===== src/rtl/assert_macros.svh =====
// Assertion macros shared by the RC4 keystream cipher RTL.
`ifndef ASSERT_MACROS_SVH
`define ASSERT_MACROS_SVH

// Same-cycle implication, ignored while reset is asserted.
`define ASSERT_IMPLY(label, clk, rst_n, ante, cons, msg) \
    label: assert property (@(posedge clk) disable iff (!rst_n) (ante) |-> (cons)) \
        else $error(msg);

// Next-cycle implication, ignored while reset is asserted.
`define ASSERT_NEXT(label, clk, rst_n, ante, cons, msg) \
    label: assert property (@(posedge clk) disable iff (!rst_n) (ante) |=> (cons)) \
        else $error(msg);

`endif


===== src/rtl/rc4ks_pkg.sv =====
// Package: shared types and constants of the RC4 keystream cipher.
`timescale 1ns / 1ps
package rc4ks_pkg;

    localparam int BYTE_W     = 8;
    localparam int KEY_WORDS  = 4;
    localparam int KEY_WORD_W = 64;
    localparam int CFG_IDX_W  = 3;
    localparam int LEN_W      = 6;
    localparam int SKIP_W     = 16;

    // configuration register indexes
    typedef enum logic [CFG_IDX_W-1:0] {
        REG_KEY0   = 3'd0,
        REG_KEY1   = 3'd1,
        REG_KEY2   = 3'd2,
        REG_KEY3   = 3'd3,
        REG_KEYLEN = 3'd4,
        REG_SKIP   = 3'd5
    } cfg_reg_t;

    // top -> core control
    typedef struct packed {
        logic start;     // input beat accepted
        logic restart;   // first byte of a message
        logic out_free;  // output register can take a result
    } rc4ks_cmd_t;

    // core -> top status
    typedef struct packed {
        logic              busy;
        logic              done;
        logic [BYTE_W-1:0] ks_byte;
    } rc4ks_rsp_t;

endpackage


===== src/rtl/rc4_keystream_cipher_unit.sv =====
// Top level: RC4 stream cipher with keystream skip, config registers and output register.
// Each input beat returns one output beat: data_byte XOR the next RC4 keystream byte.
// Encryption and decryption are the same operation. When first is set, or on the first
// beat after reset, the block rebuilds the 256-entry permutation: an identity fill of
// every entry, a key schedule of two reads and two swap writes per entry, then the same
// reads and writes for each of the skip_count discarded keystream bytes. A normal beat
// goes from accept through the permutation reads and swap writes, hands the result to
// the output register once that register can take it, then returns to idle to take the
// next beat. These steps are set by the permutation memory, which has one write port and
// one registered read port: each read address depends on the data of the read before it.
// The input side is stalled while a beat is in flight; a result waits
// in the output register until taken. Key length 0 acts as 1 and lengths above
// MAX_KEY_BYTES saturate. Configuration takes effect at the next restart and must be
// written while the block is idle; writes to unknown indexes are dropped.
`timescale 1ns / 1ps
module rc4_keystream_cipher_unit
    import rc4ks_pkg::*;
#(
    parameter int MAX_KEY_BYTES = 32
)
(
    input  logic                  clk,
    input  logic                  rst_n,
    // config write channel
    input  logic                  cfg_valid,
    output logic                  cfg_ready,
    input  logic [CFG_IDX_W-1:0]  cfg_index,
    input  logic [KEY_WORD_W-1:0] cfg_data,
    // input channel
    input  logic                  in_valid,
    output logic                  in_stall,
    input  logic [BYTE_W-1:0]     data_byte,
    input  logic                  first,
    // output channel
    output logic                  out_valid,
    input  logic                  out_stall,
    output logic [BYTE_W-1:0]     result_byte
);

    localparam int KPOS_W = (MAX_KEY_BYTES > 1) ? $clog2(MAX_KEY_BYTES) : 1;

    logic [KEY_WORD_W-1:0]             key_word_reg [KEY_WORDS];
    logic [LEN_W-1:0]                  key_length_reg;
    logic [SKIP_W-1:0]                 skip_count_reg;
    logic [KEY_WORDS*KEY_WORD_W-1:0]   key_all;
    logic [LEN_W-1:0]                  len_eff;

    logic [BYTE_W-1:0]                 data_reg;
    logic                              out_valid_reg;
    logic [BYTE_W-1:0]                 result_reg;

    rc4ks_cmd_t                        cmd;
    rc4ks_rsp_t                        rsp;

    // Config registers; always ready, one beat per cycle.
    assign cfg_ready = 1'b1;

    always_ff @(posedge clk or negedge rst_n)
    begin
        if (!rst_n)
        begin
            for (int k = 0; k < KEY_WORDS; k++)
            begin
                key_word_reg[k] <= '0;
            end
            key_length_reg <= LEN_W'(16);
            skip_count_reg <= '0;
        end
        else if (cfg_valid)
        begin
            case (cfg_reg_t'(cfg_index))
                REG_KEY0:   key_word_reg[0] <= cfg_data;
                REG_KEY1:   key_word_reg[1] <= cfg_data;
                REG_KEY2:   key_word_reg[2] <= cfg_data;
                REG_KEY3:   key_word_reg[3] <= cfg_data;
                REG_KEYLEN: key_length_reg  <= cfg_data[LEN_W-1:0];
                REG_SKIP:   skip_count_reg  <= cfg_data[SKIP_W-1:0];
                default:    ;
            endcase
        end
    end

    // Key byte n sits at byte n mod 8 of word n/8, so the words simply concatenate.
    assign key_all = {key_word_reg[3], key_word_reg[2], key_word_reg[1], key_word_reg[0]};

    // Effective key length: zero acts as one, clamp at MAX_KEY_BYTES.
    always_comb
    begin
        if (key_length_reg == '0)
        begin
            len_eff = LEN_W'(1);
        end
        else if (key_length_reg > LEN_W'(MAX_KEY_BYTES))
        begin
            len_eff = LEN_W'(MAX_KEY_BYTES);
        end
        else
        begin
            len_eff = key_length_reg;
        end
    end

    // Input side: one beat in flight at a time.
    assign in_stall    = rsp.busy;
    assign cmd.start   = in_valid && !in_stall;
    assign cmd.restart = first;
    assign cmd.out_free = !out_valid_reg || !out_stall;

    always_ff @(posedge clk)
    begin
        if (cmd.start)
        begin
            data_reg <= data_byte;
        end
    end

    rc4ks_core #(
        .MAX_KEY_BYTES (MAX_KEY_BYTES),
        .KPOS_W        (KPOS_W)
    ) u_core (
        .clk        (clk),
        .rst_n      (rst_n),
        .cmd        (cmd),
        .key        (key_all[MAX_KEY_BYTES*BYTE_W-1:0]),
        .key_len    (len_eff),
        .skip_count (skip_count_reg),
        .rsp        (rsp)
    );

    // Output register: loaded when the core hands over a keystream byte.
    always_ff @(posedge clk or negedge rst_n)
    begin
        if (!rst_n)
        begin
            out_valid_reg <= 1'b0;
        end
        else if (rsp.done)
        begin
            out_valid_reg <= 1'b1;
        end
        else if (!out_stall)
        begin
            out_valid_reg <= 1'b0;
        end
    end

    always_ff @(posedge clk)
    begin
        if (rsp.done)
        begin
            result_reg <= data_reg ^ rsp.ks_byte;
        end
    end

    assign out_valid   = out_valid_reg;
    assign result_byte = result_reg;

endmodule


===== src/rtl/rc4ks_core.sv =====
// Core: permutation memory plus sequencer for key schedule, skip and keystream.
`timescale 1ns / 1ps
`include "assert_macros.svh"
module rc4ks_core
    import rc4ks_pkg::*;
#(
    parameter int MAX_KEY_BYTES = 32,
    parameter int KPOS_W        = 5
)
(
    input  logic                            clk,
    input  logic                            rst_n,
    input  rc4ks_cmd_t                      cmd,
    input  logic [MAX_KEY_BYTES*BYTE_W-1:0] key,
    input  logic [LEN_W-1:0]                key_len,
    input  logic [SKIP_W-1:0]               skip_count,
    output rc4ks_rsp_t                      rsp
);

    typedef enum logic [10:0] {
        ST_IDLE  = 11'b000_0000_0001,
        ST_FILL  = 11'b000_0000_0010,
        ST_KS_RN = 11'b000_0000_0100,
        ST_KS_RJ = 11'b000_0000_1000,
        ST_KS_W1 = 11'b000_0001_0000,
        ST_KS_W2 = 11'b000_0010_0000,
        ST_RI    = 11'b000_0100_0000,
        ST_RJ    = 11'b000_1000_0000,
        ST_W1    = 11'b001_0000_0000,
        ST_W2    = 11'b010_0000_0000,
        ST_OUT   = 11'b100_0000_0000
    } state_t;

    state_t              state_reg, state_next;
    logic [BYTE_W-1:0]   n_reg, n_next;
    logic [BYTE_W-1:0]   i_reg, i_next;
    logic [BYTE_W-1:0]   j_reg, j_next;
    logic [KPOS_W-1:0]   kpos_reg, kpos_next;
    logic [SKIP_W-1:0]   skip_left_reg, skip_left_next;
    logic                keyed_reg, keyed_next;
    logic [BYTE_W-1:0]   si_reg, si_next;
    logic [BYTE_W-1:0]   sj_reg, sj_next;
    logic                byp_reg, byp_next;

    logic [BYTE_W-1:0]   sbox_mem [256];
    logic [BYTE_W-1:0]   rd_data_reg;
    logic                mem_we, mem_re;
    logic [BYTE_W-1:0]   mem_waddr, mem_wdata, mem_raddr;

    logic [BYTE_W-1:0]   key_bytes [MAX_KEY_BYTES];
    logic [BYTE_W-1:0]   key_byte;
    logic [BYTE_W-1:0]   j_sum;
    logic [BYTE_W-1:0]   t_addr;
    logic [KPOS_W:0]     kpos_inc;
    logic                kpos_wrap;
    logic                done;

    always_comb
    begin
        for (int k = 0; k < MAX_KEY_BYTES; k++)
        begin
            key_bytes[k] = key[k*BYTE_W +: BYTE_W];
        end
    end

    assign key_byte  = key_bytes[kpos_reg];
    assign t_addr    = BYTE_W'(si_reg + sj_reg);
    assign kpos_inc  = {1'b0, kpos_reg} + (KPOS_W+1)'(1);
    assign kpos_wrap = (LEN_W'(kpos_inc) >= key_len);

    // permutation memory: one write port, one registered read port
    always_ff @(posedge clk)
    begin
        if (mem_we)
        begin
            sbox_mem[mem_waddr] <= mem_wdata;
        end
        if (mem_re)
        begin
            rd_data_reg <= sbox_mem[mem_raddr];
        end
    end

    always_comb
    begin
        state_next     = state_reg;
        n_next         = n_reg;
        i_next         = i_reg;
        j_next         = j_reg;
        kpos_next      = kpos_reg;
        skip_left_next = skip_left_reg;
        keyed_next     = keyed_reg;
        si_next        = si_reg;
        sj_next        = sj_reg;
        byp_next       = byp_reg;
        mem_we         = 1'b0;
        mem_waddr      = '0;
        mem_wdata      = '0;
        mem_re         = 1'b0;
        mem_raddr      = '0;
        j_sum          = '0;
        done           = 1'b0;

        case (state_reg)
            ST_IDLE:
            begin
                if (cmd.start)
                begin
                    if (cmd.restart || !keyed_reg)
                    begin
                        state_next = ST_FILL;
                        n_next     = '0;
                    end
                    else
                    begin
                        state_next = ST_RI;
                    end
                end
            end
            ST_FILL:
            begin
                // identity permutation, one entry a cycle
                mem_we    = 1'b1;
                mem_waddr = n_reg;
                mem_wdata = n_reg;
                n_next    = BYTE_W'(n_reg + 8'd1);
                if (n_reg == 8'hff)
                begin
                    state_next     = ST_KS_RN;
                    j_next         = '0;
                    kpos_next      = '0;
                    skip_left_next = skip_count;
                end
            end
            ST_KS_RN:
            begin
                mem_re     = 1'b1;
                mem_raddr  = n_reg;
                state_next = ST_KS_RJ;
            end
            ST_KS_RJ:
            begin
                si_next    = rd_data_reg;
                j_sum      = BYTE_W'(j_reg + rd_data_reg + key_byte);
                j_next     = j_sum;
                mem_re     = 1'b1;
                mem_raddr  = j_sum;
                state_next = ST_KS_W1;
            end
            ST_KS_W1:
            begin
                mem_we     = 1'b1;
                mem_waddr  = n_reg;
                mem_wdata  = rd_data_reg;
                state_next = ST_KS_W2;
            end
            ST_KS_W2:
            begin
                mem_we    = 1'b1;
                mem_waddr = j_reg;
                mem_wdata = si_reg;
                n_next    = BYTE_W'(n_reg + 8'd1);
                kpos_next = kpos_wrap ? '0 : KPOS_W'(kpos_inc);
                if (n_reg == 8'hff)
                begin
                    i_next     = '0;
                    j_next     = '0;
                    keyed_next = 1'b1;
                    state_next = ST_RI;
                end
                else
                begin
                    state_next = ST_KS_RN;
                end
            end
            ST_RI:
            begin
                i_next     = BYTE_W'(i_reg + 8'd1);
                mem_re     = 1'b1;
                mem_raddr  = BYTE_W'(i_reg + 8'd1);
                state_next = ST_RJ;
            end
            ST_RJ:
            begin
                si_next    = rd_data_reg;
                j_sum      = BYTE_W'(j_reg + rd_data_reg);
                j_next     = j_sum;
                mem_re     = 1'b1;
                mem_raddr  = j_sum;
                state_next = ST_W1;
            end
            ST_W1:
            begin
                sj_next    = rd_data_reg;
                mem_we     = 1'b1;
                mem_waddr  = i_reg;
                mem_wdata  = rd_data_reg;
                state_next = ST_W2;
            end
            ST_W2:
            begin
                // second swap write; read S[t] alongside, bypass if t hits j
                mem_we    = 1'b1;
                mem_waddr = j_reg;
                mem_wdata = si_reg;
                mem_re    = 1'b1;
                mem_raddr = t_addr;
                byp_next  = (t_addr == j_reg);
                if (skip_left_reg != '0)
                begin
                    skip_left_next = SKIP_W'(skip_left_reg - 16'd1);
                    state_next     = ST_RI;
                end
                else
                begin
                    state_next = ST_OUT;
                end
            end
            ST_OUT:
            begin
                if (cmd.out_free)
                begin
                    done       = 1'b1;
                    state_next = ST_IDLE;
                end
            end
            default:
            begin
                state_next = ST_IDLE;
            end
        endcase
    end

    always_ff @(posedge clk or negedge rst_n)
    begin
        if (!rst_n)
        begin
            state_reg     <= ST_IDLE;
            n_reg         <= '0;
            i_reg         <= '0;
            j_reg         <= '0;
            kpos_reg      <= '0;
            skip_left_reg <= '0;
            keyed_reg     <= 1'b0;
        end
        else
        begin
            state_reg     <= state_next;
            n_reg         <= n_next;
            i_reg         <= i_next;
            j_reg         <= j_next;
            kpos_reg      <= kpos_next;
            skip_left_reg <= skip_left_next;
            keyed_reg     <= keyed_next;
        end
    end

    always_ff @(posedge clk)
    begin
        si_reg  <= si_next;
        sj_reg  <= sj_next;
        byp_reg <= byp_next;
    end

    assign rsp.busy    = (state_reg != ST_IDLE);
    assign rsp.done    = done;
    assign rsp.ks_byte = byp_reg ? si_reg : rd_data_reg;

    `ASSERT_IMPLY(a_out_keyed, clk, rst_n, state_reg == ST_OUT, keyed_reg && (skip_left_reg == '0), "result before schedule and skip finished")
    `ASSERT_NEXT(a_fill_to_ks, clk, rst_n, (state_reg == ST_FILL) && (n_reg == 8'hff), state_reg == ST_KS_RN, "fill did not hand over to key schedule")
    `ASSERT_NEXT(a_start_leaves_idle, clk, rst_n, cmd.start && (state_reg == ST_IDLE), (state_reg == ST_FILL) || (state_reg == ST_RI), "accepted beat not started")
    `ASSERT_IMPLY(a_kpos_range, clk, rst_n, state_reg == ST_KS_RJ, LEN_W'(kpos_reg) < key_len, "key position past key length")

endmodule

===== config.mk =====
export PLATFORM = sky130hd
export DESIGN_NAME = rc4_keystream_cipher_unit
export DESIGN_NICKNAME = d
export VERILOG_FILES = /design/src/rtl/rc4ks_pkg.sv /design/src/rtl/rc4_keystream_cipher_unit.sv /design/src/rtl/rc4ks_core.sv
export VERILOG_INCLUDE_DIRS = /design/src /design/src/rtl
export SDC_FILE = /design/constraint.sdc
export NUM_CORES = 2
export LEC_CHECK = 0
export BUFFER_PORTS_ARGS = -buffer_cell sky130_fd_sc_hd__buf_2
export CAP_MARGIN = 20
export CORE_MARGIN = 1
export CORE_UTILIZATION = 45
export DETAILED_ROUTE_END_ITERATION = 16
export SYNTH_ARGS = -nofsm -noshare
export SYNTH_HDL_FRONTEND = slang
export SYNTH_HIERARCHICAL = 1
export SYNTH_SLANG_ARGS = --single-unit
export TNS_END_PERCENT = 5

===== constraint.sdc =====
create_clock -name clk -period 16.2 [get_ports clk]
set_clock_uncertainty 0.1 [all_clocks]
set_input_delay 1.62 -clock clk [delete_from_list [all_inputs] [get_ports clk]]
set_output_delay 1.62 -clock clk [all_outputs]
set_load 0.01 [all_outputs]

==> summary.txt <==
Clock tree
  • CTS tree: built
  • Hold buffers post-CTS: 0
  • Worst-path clk slew: 0.06 ns
  • Clock sink count: 2425
  • Clk buf depth: 4
  • Post_cts resized: 0
  • Root Buffer: clkbuf_16
  • CTS Buf Count: 274
  • Setup bufs post-CTS: 0
  • Clock Latency Late Sink: 0.96 ns
  • CTS H-tree depth: 5

GRT
  • Vias in the first global route: 63400
  • Largest net degree at the start of global routing: 148
  • Initial antenna violation count: 23
  • GR Util All Layers: 28.1%
  • Total congestion overflow: 0
  • First-pass GRT wire length: 465000 um

Detailed routing
  • Met3 Wirelength: 40900 um
  • Max Used Layer: met5
  • Wire length on met1: 128000 um
  • Detailed Route WL: 326000 um
  • First DRT Iteration DRCs: 10700
  • DR vias: 66800
  • Routed Antenna Nets: 0
  • DRC Markers: 0
  • WL/cell: 30.7 um
  • Via-per-instance ratio: 6.29
  • Routed wire length on met2: 144000 um
  • Total iterations of the first detailed-routing run: 10

STA
  • Final hold vios: 0
  • Worst slew margin: 17.4%
  • Pins Over Slew Limit: 0
  • Fmax: 103 MHz
  • Min cycle time layout: 9.69 ns
  • Fin crit share: 59.8%
  • RSZ-0062 raised after global routing: false
  • Setup TNS: 0 ns
  • Endpoints failing setup: 0
  • Actual slew at the worst max-slew pin: 1.24 ns

Critical path
  • Reg-to-Reg Start: u_core/kpos_reg[0]$_DFFE_PN0P_
  • CP startpoint: u_core/kpos_reg[0]$_DFFE_PN0P_
  • Crit-path max FO: 51
  • Worst Path Class, Setup: reg -> reg
  • CP Capture Type: flip-flop
  • Worst Reg-to-Reg Cells: 26
  • CP Launch Type: flip-flop
  • Worst Path Arrival: 10.22 ns
  • R2R Setup Slk: 6.51 ns
  • WP data required: 16.74 ns
  • R2R Path End: u_core/rd_data_reg[4]$_DFFE_PN_
  • Worst setup endpoint: u_core/rd_data_reg[4]$_DFFE_PN_

Synth
  • Cell taking the most area after synthesis: edfxtp_1
  • Mux contribution to synthesized area: 7.40%
  • Seq/Total Area, Yosys: 70.0%
  • Simple-gate share of the synthesized area: 12.3%
  • Synth area leaders: edfxtp_1 62%, dfrtp_1 8.2%, nand2_1 5.6%
  • Total number of yosys warnings: 6
  • XOR/XNOR Fraction of Synth Area: 0.324%
  • Synth Instances: 7431
  • Cell with the most instances after synthesis: edfxtp_1
  • Post-synth ARST share: 13.9%
  • Main combinational cell family by area after synthesis: simple AND/OR/NAND/NOR gates
  • EDFF count, synth: 2089
  • Synthesized cell area: 102000 um^2
  • Net Count, Synth: 7546
  • Post-Synth Adder-Cell Area: 0.441%
  • Register bit total from synthesis: 2425
  • Post-synth top flop: edfxtp_1
  • Post-synth top cells: 2089 x edfxtp_1, 1515 x nand2_1, 459 x nor2_1, 418 x nand3_1, 334 x dfrtp_1
  • Avg Inst Size Synth: 13.7 um^2
  • Post-synth top area share: 61.7%
  • Yosys cell types: 107
  • Synth Area in Compound Gates: 6.78%

Cells and area
  • Max FFs per register: 2048
  • Fillers: 19000
  • Final #Nets: 7567
  • Layout cell share with drive strength beyond 1: 13.8%
  • Synthesis-to-layout area growth: 11.3%
  • Most flops, register: u_core/sbox_mem

Min path
  • Worst hold path class: reg -> reg

Placed design
  • Final HPWL DP: 194000 um
  • Port Buf Inserts: 90
  • Final Wtd Congestion: 0.919

Die
  • Initial core utilization: 45.2%
  • Die Wd: 477 um
  • Die footprint: 228000 um^2
  • Io pins: 92
  • Core area: 225000 um^2
  • Die height: 477 um
  • Rows: 174

Power
  • Leak pwr: 0.0402 uW
  • Power Density: 120 nW/um^2
  • Total power: 13600 uW
  • Maximum vdd drop: 0.0883 mV

Outcome
  • Outcome: complete, no violations

Run
  • Max_cap viols: 0
## worst min-delay path by stage
| stage | start | end | slack (ns) | depth (start not counted) |
|---|---|---|---|---|
| 3_5_place_dp | u_core/keyed_reg$_DFFE_PN0P_ | u_core/keyed_reg$_DFFE_PN0P_ | 0.35 | 1 |
| 3_3_place_gp | u_core/keyed_reg$_DFFE_PN0P_ | u_core/keyed_reg$_DFFE_PN0P_ | 0.34 | 1 |
| 5_1_grt | u_core/keyed_reg$_DFFE_PN0P_ | u_core/keyed_reg$_DFFE_PN0P_ | 0.39 | 1 |
| 2_1_floorplan | u_core/keyed_reg$_DFFE_PN0P_ | u_core/keyed_reg$_DFFE_PN0P_ | 0.33 | 1 |
| 4_1_cts | u_core/keyed_reg$_DFFE_PN0P_ | u_core/keyed_reg$_DFFE_PN0P_ | 0.37 | 1 |
| 6_report | u_core/keyed_reg$_DFFE_PN0P_ | u_core/keyed_reg$_DFFE_PN0P_ | 0.36 | 1 |
## area by class of cell
class,instances,area (um^2),share of cell area (%)
multi-input combinational,4480,27800,24.6
tap,2992,3740,3.31
antenna,8,20.0,0.0177
inverter,32,180,0.159
sequential,2425,71100,62.9
clock buffer,353,7410,6.55
timing repair buffer,239,1760,1.56
clock inverter,102,1010,0.897
## through the flow
| step | hold slack [ns] | utilization [%] | worst slack [ns] | instances | instance area, um^2 |
|---|---|---|---|---|---|
| 2_1_floorplan | 0.326 | - | 10.12 | 7431 | 102000 |
| 3_3_place_gp | 0.345 | 46.5 | 6.44 | 10200 | 105000 |
| 3_5_place_dp | 0.348 | 46.5 | 6.73 | 10200 | 105000 |
| 4_1_cts | 0.366 | 50.3 | 6.64 | 10600 | 113000 |
| 5_1_grt | 0.386 | 50.3 | 6.19 | 10600 | 113000 |
| 6_report | 0.363 | 50.3 | 6.51 | 10600 | 113000 |
## cell families after synthesis
| kind of cell | count (synthesis) |
|---|---|
| compound gates | 1015 |
| xor+xnor | 36 |
| flops | 2425 |
| simple gates | 2847 |
| buf+inv | 526 |
| mux | 547 |
| fa+ha+maj | 34 |
| other cells | 1 |
## cells in the final DEF, fill, tap and decap left out, types with 18 or more instances in the layout
| cell type | instances |
|---|---|
| a211oi_1 | 146 |
| a21oi_1 | 148 |
| a22oi_1 | 36 |
| a311oi_1 | 69 |
| a31oi_1 | 184 |
| a32oi_1 | 39 |
| and3_1 | 246 |
| buf_2 | 89 |
| buf_4 | 131 |
| bufinv_16 | 20 |
| clkbuf_1 | 63 |
| clkbuf_16 | 283 |
| clkinv_1 | 42 |
| clkinv_2 | 27 |
| dfrtp_1 | 332 |
| edfxtp_1 | 2089 |
| ha_1 | 31 |
| inv_1 | 21 |
| mux2_2 | 166 |
| mux2_4 | 130 |
| mux2i_1 | 156 |
| mux4_2 | 95 |
| nand2_1 | 1512 |
| nand3_1 | 417 |
| nand4_1 | 37 |
| nor2_1 | 446 |
| nor2b_1 | 25 |
| nor3_1 | 38 |
| o211ai_1 | 18 |
| o21ai_0 | 162 |
| o221ai_1 | 32 |
| o22ai_1 | 36 |
| xor2_1 | 18 |
## routing by layer
| layer | vias to the layer above | track usage [%] |
|---|---|---|
| met1 | 33900 | 39.5 |
| met4 | 14 | 11.1 |
| met5 | - | 0 |
| li1 | 27900 | - |
| met3 | 737 | 7.45 |
| met2 | 4308 | 41.5 |
## power by group
part	switching (uW)	internal [uW]	leakage, uW	total [uW]
clock	2450	3530	0.00410	5980
sequential	106	6890	0.0238	7000
combinational	288	290	0.0122	578
## worst max-delay path: stages (launching register included)
cell,delay [ns]
dfrtp_4,1.04
buf_4,0.82
mux2i_1,0.19
nor2_1,0.14
nor2_1,0.06
o21ai_0,0.13
nand2_1,0.08
nand2_1,0.08
o221ai_1,0.10
o21ai_0,0.54
ha_1,0.30
inv_1,0.07
fa_1,0.49
or3b_2,0.47
a21oi_1,0.14
o21ai_1,0.17
nand2_4,0.47
buf_4,0.65
buf_4,0.65
nand2_1,0.71
o221ai_1,0.44
nand2_1,0.15
o31ai_1,0.26
a31oi_1,0.18
a31oi_1,0.44
mux2_2,0.35
mux2i_1,0.10
(Power assumes the default switching activity.)
